==> src/sv/ktl_pkg.sv <==
// ----------------------------------------------------------------------------
// ktl_pkg
// Types and constants shared by the keyframe track interpolator.
// ----------------------------------------------------------------------------
package ktl_pkg;

  // field widths
  localparam int TIME_W   = 32;
  localparam int VAL_W    = 32;
  localparam int COUNT_W  = 7;
  localparam int INDEX_W  = 6;
  localparam int STATUS_W = 2;

  // divider operand widths: |t - t0| * 2^16 over |t1 - t0|
  localparam int NUM_W = 49;
  localparam int DEN_W = 33;

  // status codes
  localparam logic [STATUS_W-1:0] STAT_OK    = 2'd0;
  localparam logic [STATUS_W-1:0] STAT_EMPTY = 2'd1;
  localparam logic [STATUS_W-1:0] STAT_ZERO  = 2'd2;

  // function codes
  localparam logic FUNC_LOAD  = 1'b0;
  localparam logic FUNC_QUERY = 1'b1;

  // one keyframe as stored in the track memory
  typedef struct packed {
    logic [TIME_W-1:0] ktime;
    logic [VAL_W-1:0]  x;
    logic [VAL_W-1:0]  y;
    logic [VAL_W-1:0]  z;
  } key_t;

  localparam int KEY_W = $bits(key_t);

  typedef enum logic [3:0] {
    S_IDLE,
    S_ONE_RD,
    S_ONE,
    S_HI_RD,
    S_HI_CHK,
    S_LO_RD,
    S_LO,
    S_DIV,
    S_MUL,
    S_ACC
  } state_t;

  // divider handshake
  typedef struct packed {
    logic             go;
    logic [NUM_W-1:0] num;
    logic [DEN_W-1:0] den;
  } div_req_t;

  typedef struct packed {
    logic             done;
    logic [NUM_W-1:0] quot;
  } div_rsp_t;

endpackage

==> src/sv/ktl_div.sv <==
// ----------------------------------------------------------------------------
// ktl_div
// Unsigned restoring divider, one quotient bit per cycle.
// ----------------------------------------------------------------------------
module ktl_div (
  input  logic              clk,
  input  logic              rst_n,
  input  ktl_pkg::div_req_t req,
  output ktl_pkg::div_rsp_t rsp
);

  localparam int NW = ktl_pkg::NUM_W;
  localparam int DW = ktl_pkg::DEN_W;
  localparam int CW = $clog2(NW + 1);

  logic [NW-1:0] quot_r, quot_nxt;
  logic [DW-1:0] rem_r, rem_nxt;
  logic [DW-1:0] den_r, den_nxt;
  logic [CW-1:0] cnt_r, cnt_nxt;
  logic          run_r, run_nxt;
  logic          done_r, done_nxt;
  logic [DW:0]   rem_sh;
  logic [DW:0]   rem_sub;

  // one shift and subtract step
  always_comb begin
    quot_nxt = quot_r;
    rem_nxt  = rem_r;
    den_nxt  = den_r;
    cnt_nxt  = cnt_r;
    run_nxt  = run_r;
    done_nxt = 1'b0;
    rem_sh   = {rem_r, quot_r[NW-1]};
    rem_sub  = rem_sh - {1'b0, den_r};
    if (req.go) begin
      quot_nxt = req.num;
      rem_nxt  = '0;
      den_nxt  = req.den;
      cnt_nxt  = CW'(NW);
      run_nxt  = 1'b1;
    end else if (run_r) begin
      if (rem_sh >= {1'b0, den_r}) begin
        rem_nxt  = rem_sub[DW-1:0];
        quot_nxt = {quot_r[NW-2:0], 1'b1};
      end else begin
        rem_nxt  = rem_sh[DW-1:0];
        quot_nxt = {quot_r[NW-2:0], 1'b0};
      end
      cnt_nxt = cnt_r - 1'b1;
      if (cnt_r == CW'(1)) begin
        run_nxt  = 1'b0;
        done_nxt = 1'b1;
      end
    end
  end

  // control registers
  always_ff @(posedge clk) begin
    if (!rst_n) begin
      run_r  <= 1'b0;
      done_r <= 1'b0;
      cnt_r  <= '0;
    end else begin
      run_r  <= run_nxt;
      done_r <= done_nxt;
      cnt_r  <= cnt_nxt;
    end
  end

  // datapath registers
  always_ff @(posedge clk) begin
    quot_r <= quot_nxt;
    rem_r  <= rem_nxt;
    den_r  <= den_nxt;
  end

  assign rsp.done = done_r;
  assign rsp.quot = quot_r;

endmodule
==> config.mk <==
export PLATFORM = sky130hd
export DESIGN_NAME = ktl_div
export DESIGN_NICKNAME = d
export VERILOG_FILES = /design/src/sv/ktl_pkg.sv /design/src/sv/ktl_div.sv
export SDC_FILE = /design/constraint.sdc
export NUM_CORES = 1
export LEC_CHECK = 0
export BUFFER_PORTS_ARGS = -buffer_cell sky130_fd_sc_hd__buf_2
export CAP_MARGIN = 40
export CORE_MARGIN = 1
export CORE_UTILIZATION = 60
export CTS_CLUSTER_SIZE = 30
export DETAILED_ROUTE_END_ITERATION = 6
export HOLD_SLACK_MARGIN = 0.03
export PLACE_DENSITY_LB_ADDON = 0.25
export SLEW_MARGIN = 20
export SYNTH_ARGS = -nofsm -noshare
export SYNTH_HDL_FRONTEND = slang
export SYNTH_SLANG_ARGS = --single-unit
==> constraint.sdc <==
create_clock -name clk -period 8.1 [get_ports clk]
set_clock_uncertainty 0.1 [all_clocks]
set_input_delay 0 -clock clk [delete_from_list [all_inputs] [get_ports clk]]
set_output_delay 0 -clock clk [all_outputs]
set_load 0.02 [all_outputs]
[After elaboration in Yosys (flattened, before gate mapping)]
Index checks and enable logic that the tools add are counted.
Storage, ports and cells
  bits in registers: 123
  bits of input ports: 85
  output and inout port bits: 50
  word-level logic and storage cells: 26
Operators by class
  add/sub/neg operators: 2
  $lt $le $gt $ge: 1
  equality and inequality tests: 1
  mux-type cells: 10
  bitwise logic cells: 2
  reduce and logical (&&, ||, !) cells: 3
Operator list (number)
  $mux W49: 2
  $ge A34 B33 Y1: 1
  $mux W33: 1
  $sub A33 B33 Y33: 1
  $mux W6: 2
  $eq A6 B1 Y1 const B: 1
  $sub A6 B1 Y6 const B: 1
  $mux W1: 5
  $reduce_or A3 Y1: 1
  $not A1 Y1: 2
  $reduce_bool A2 Y1: 1
  $reduce_or A2 Y1: 1

[Logic depth before layout (Yosys ltp)]
  depth in word-level cells: 4
  gate-level depth with buffers: 14
  depth with buffers taken out: 12

[Least setup slack after synthesis]
No wires, ideal clock.
  path type: flip-flop to flip-flop
  start: reg quot_r[48]
  end: reg quot_r[0], data pin
  setup time: 260 ps
  arrival: 2899 ps
  data required time: 7740 ps
  slack: 4841 ps
  cell stages (with the launch flop): 13
  clock period less this slack: 3259 ps
  cell sequence: edfxtp_1 > inv_1 > ha_1 > inv_1 > fa_1 > a21o_1 > a221oi_2 > o21ai_2 > a221oi_4 > a211o_1 > nand2_1 > clkbuf_1 > mux2_2
On the way
  word-level cells in the longest chain between the ends: 4
Ends and longest elaborated chain
  start: declaration: line ktl_div.sv:16  | logic [NW-1:0] quot_r, quot_nxt;
  start signal: assignment: line ktl_div.sv:72  | quot_r <= quot_nxt;
  $ge A34 B33 Y1: line ktl_div.sv:42  | if (rem_sh >= {1'b0, den_r}) begin
  $mux W1: line ktl_div.sv:42
  $mux W49: line ktl_div.sv:41  | end else if (run_r) begin
  $mux W49: line ktl_div.sv:35  | if (req.go) begin
  named net quot_nxt[0]: line ktl_div.sv:16
The timed path passes the listed nets, and every way through them passes these cells. The select of a mux whose other input is x is not followed.
A chain may end at the register's enable or synchronous reset.

[Final worst setup path]
  start: reg quot_r[48]
  end: reg rem_r[0]
On the way
  word-level cells in the longest chain between the ends: 2
  elaborated cells between the ends (all ways): 3
  classes of those cells: add/sub (1); order compare (1); mux (1)
Ends and longest elaborated chain
  $sub A33 B33 Y33 or $ge A34 B33 Y1 (tied branches): line ktl_div.sv:34, ktl_div.sv:42
  $mux W33 (*): line ktl_div.sv:42
  end signal: assignment: line ktl_div.sv:73  | rem_r <= rem_nxt;
  end: declaration: line ktl_div.sv:17  | logic [DW-1:0] rem_r, rem_nxt;
Every way passes the cells marked *; elsewhere a longest branch is shown, timed or not.

==> reports/results.ini <==
[synthesis]
synth-seq-cells = 123
synth_cells = 651
synth.area.mux_share = 0.08668
synth.most_common_cell = edfxtp_1
postSynth.topFlopCell = edfxtp_1
syn_nets = 772
syn_area_sq_mm = 0.006958
synth_common_cells = 82 x edfxtp_1, 62 x nand2_1, 53 x nor2_1
synth_top_family_by_area = compound AO/OA/AOI/OAI gates
avgSynthCellArea_sq_um = 10.69
synth_compound_area_frac = 0.1798
synth-seq-area-share = 0.4719
synthDistinctLibCells = 65
yosysTopAreaCell = edfxtp_1
synthAdderAreaFrac = 0.06582
async_flop_share = 0
yosys_warnings = 0
synth_top_cell_area_share = 0.3539
yosys-top-cells-area = edfxtp_1 35%, dfxtp_1 12%, mux2_2 8.1%
synth_xor_area_frac = 0.03147
synth_edf_count = 82
synth-simple-area-share = 0.1151

[sta]
max_freq_mhz = 244.8
period_needed_ns = 4.085
final.setup.worst_slack_ns = 4.015
worstMarginPinSlew_ns = 0.8217
setup_violations = 0
tns_ns = 0
slew_headroom = 0.4509
hold_ws_ns = 0.1732
finalCritPeriodShare = 0.5043
rsz0062_at_grt = false
drv_slew = 0
hold_viol_final = 0

[placement]
place_congestion = 0.8887
place_ws_ns = 4.433
hpwl_microns = 11350
io_buffers = 134

[die]
die_area_sq_mm = 0.01203
die_y_microns = 109.7
die_w_microns = 109.7
io_pins = 135
core_sq_mm = 0.01108
start_util = 0.6281
num_rows = 38

[worst_setup_path]
path_delay_family = compound AO/OA/AOI/OAI gates
slowest_delay_ns = 0.68
crit_top_cell = inv_1
critPathBufInv = 2
cp-end-kind = flip-flop
cpMaxStageDelayCell = nor2_4
startpoint_type = flip-flop
crit_arrival_ns = 4.31
crit_fanout = 31
path_cells = inv_1 -> ha_1 -> inv_1 -> fa_1 -> a21o_1 -> a221oi_2 -> o21ai_2 -> a221oi_4 -> a211oi_4 -> nor2_4 -> nand2_1 -> a311oi_2
cp.required_ns = 8.33
crit_type = reg -> reg

[clock_network]
cts_htree_levels = 4
path_clk_slew_ns = 0.06
clockBufferDepth = 2
cts.sinks = 123
cts_resized = 0
cts_setup_buffers = 0
clk_latency_ns = 0.44
cts-root-buf = clkbuf_16
numCtsBuffers = 17
cts_tree = done

[route]
viasPerCell = 6.479
drtAntennaViolNets = 0
totalWireLength_microns = 22400
drt-initial-drc-count = 813
drc = 0
wl_per_cell_microns = 22.07
firstDrtPassIters = 6
dr_total_vias = 6576

[layout]
fin_nets = 982
drive_above_1_share = 0.2769
area_growth_pct = 31.52
fill_cells = 576
post-route-util = 0.8261

[worst_hold_path]
min_path_type = in -> reg

[global_routing]
grt_pass1_wl_microns = 34670
antenna_found_initial = 1
grtUsageTotal = 0.3963
overflow = 0
grt_max_degree = 60
grt_pass1_vias = 6547

[power_and_ir_drop]
p_leak_nw = 3.932
ir_worst_vdd_v = 0.0002088
power.density_mw_per_mm2 = 220.2

[run]
cap_violations = 0

[status]
status = completed

-- power breakdown --
group / switching [mW] / total [mW] / internal (mW)
clock: 0.301 / 0.753 / 0.452
combinational: 0.287 / 0.485 / 0.198
sequential: 0.0403 / 0.777 / 0.737
total: 0.629 / 2.02 / 1.39
-- logic make-up after synthesis --
kind of cell               Yosys count
muxes                               54
adders and majority gates           36
DFF                                123
buffers and inverters               81
and+or+nand+nor                    175
AOI/OAI and AO/OA                  157
xor gates and xnor gates            25
-- state kept, by name, summed over array words and instances (netlist names) --
register and flops:
done_r 1, quot_r 49, rem_r 33, cnt_r 6, den_r 33, run_r 1
-- per-stage QoR --
stage          total power, mW  instance area [sq um]  instances
3_3_place_gp             1.170                   7660        894
4_1_cts                  1.958                   9149       1014
3_5_place_dp             1.190                   7735        897
6_report                 2.015                   9151       1015
2_1_floorplan            1.076                   6958        651
5_1_grt                  2.078                   9151       1015
-- worst reg2reg max path, stage by stage (launching register included) --
cell and delay [ns]:
edfxtp_1 0.43, inv_1 0.10, ha_1 0.19, inv_1 0.06, fa_1 0.44, a21o_1 0.26
a221oi_2 0.36, o21ai_2 0.17, a221oi_4 0.45, a211oi_4 0.18, nor2_4 0.68, nand2_1 0.23
a311oi_2 0.34
-- layer usage --
layer	share of wire	track usage
met2	0.47	0.6465
met4	0.057	0.2286
met5	0	0
met3	0.11	0.1375
met1	0.37	0.4517
-- layout make-up --
class,count,area (sq um),share of cell area
antenna,1,2.502,0.0002734
sequential,123,3284,0.3589
clock inverter,11,122.6,0.01340
inverter,48,180.2,0.01969
timing repair buffer,224,1614,0.1764
tap,140,175.2,0.01914
multi-input combinational,447,3332,0.3641
clock buffer,21,440.4,0.04813
-- layout by cell type (no fill, tap or decap), types with 4 or more instances in the layout --
master and instances:
o31ai_1 4, nor2b_1 7, xor2_1 13, o211ai_1 4, dfxtp_1 40, nand2_1 62
a311oi_2 12, nand4_1 9, edfxtp_1 82, a311oi_1 11, o21bai_1 6, o21a_1 6
inv_1 47, o21ai_0 19, clkbuf_16 17, clkbuf_1 4, or3_1 5, a31oi_1 6
a21oi_1 29, dlygate4sd3_1 85, mux2_2 50, nand3_1 13, a21o_1 23, xnor2_1 12
mux2i_1 4, nand2b_1 5, a32oi_1 6, ha_1 35, and3_1 4, buf_2 133
nor3_1 6, nor2_1 53
-- timing repair --
item	CTS	global route
hold endpoints to repair	117	0
endpoints found under the setup margin	0	0
hold buffers	85	0
-- path summary, 6_finish.rpt --
check / start / slack, ns / cells after the start / endpoint
setup / recovery: quot_r[48]$_DFFE_PP_ / 4.01 / 12 / rem_r[0]$_SDFFE_PP0P_
hold reg to reg: cnt_r[1]$_SDFFE_PP0P_ / 0.40 / 2 / cnt_r[1]$_SDFFE_PP0P_
setup reg to reg: quot_r[48]$_DFFE_PP_ / 4.01 / 12 / rem_r[0]$_SDFFE_PP0P_
hold / removal: req[19] / 0.17 / 2 / den_r[19]$_DFFE_PP_
No activity file was read; power rests on OpenSTA's default activity.
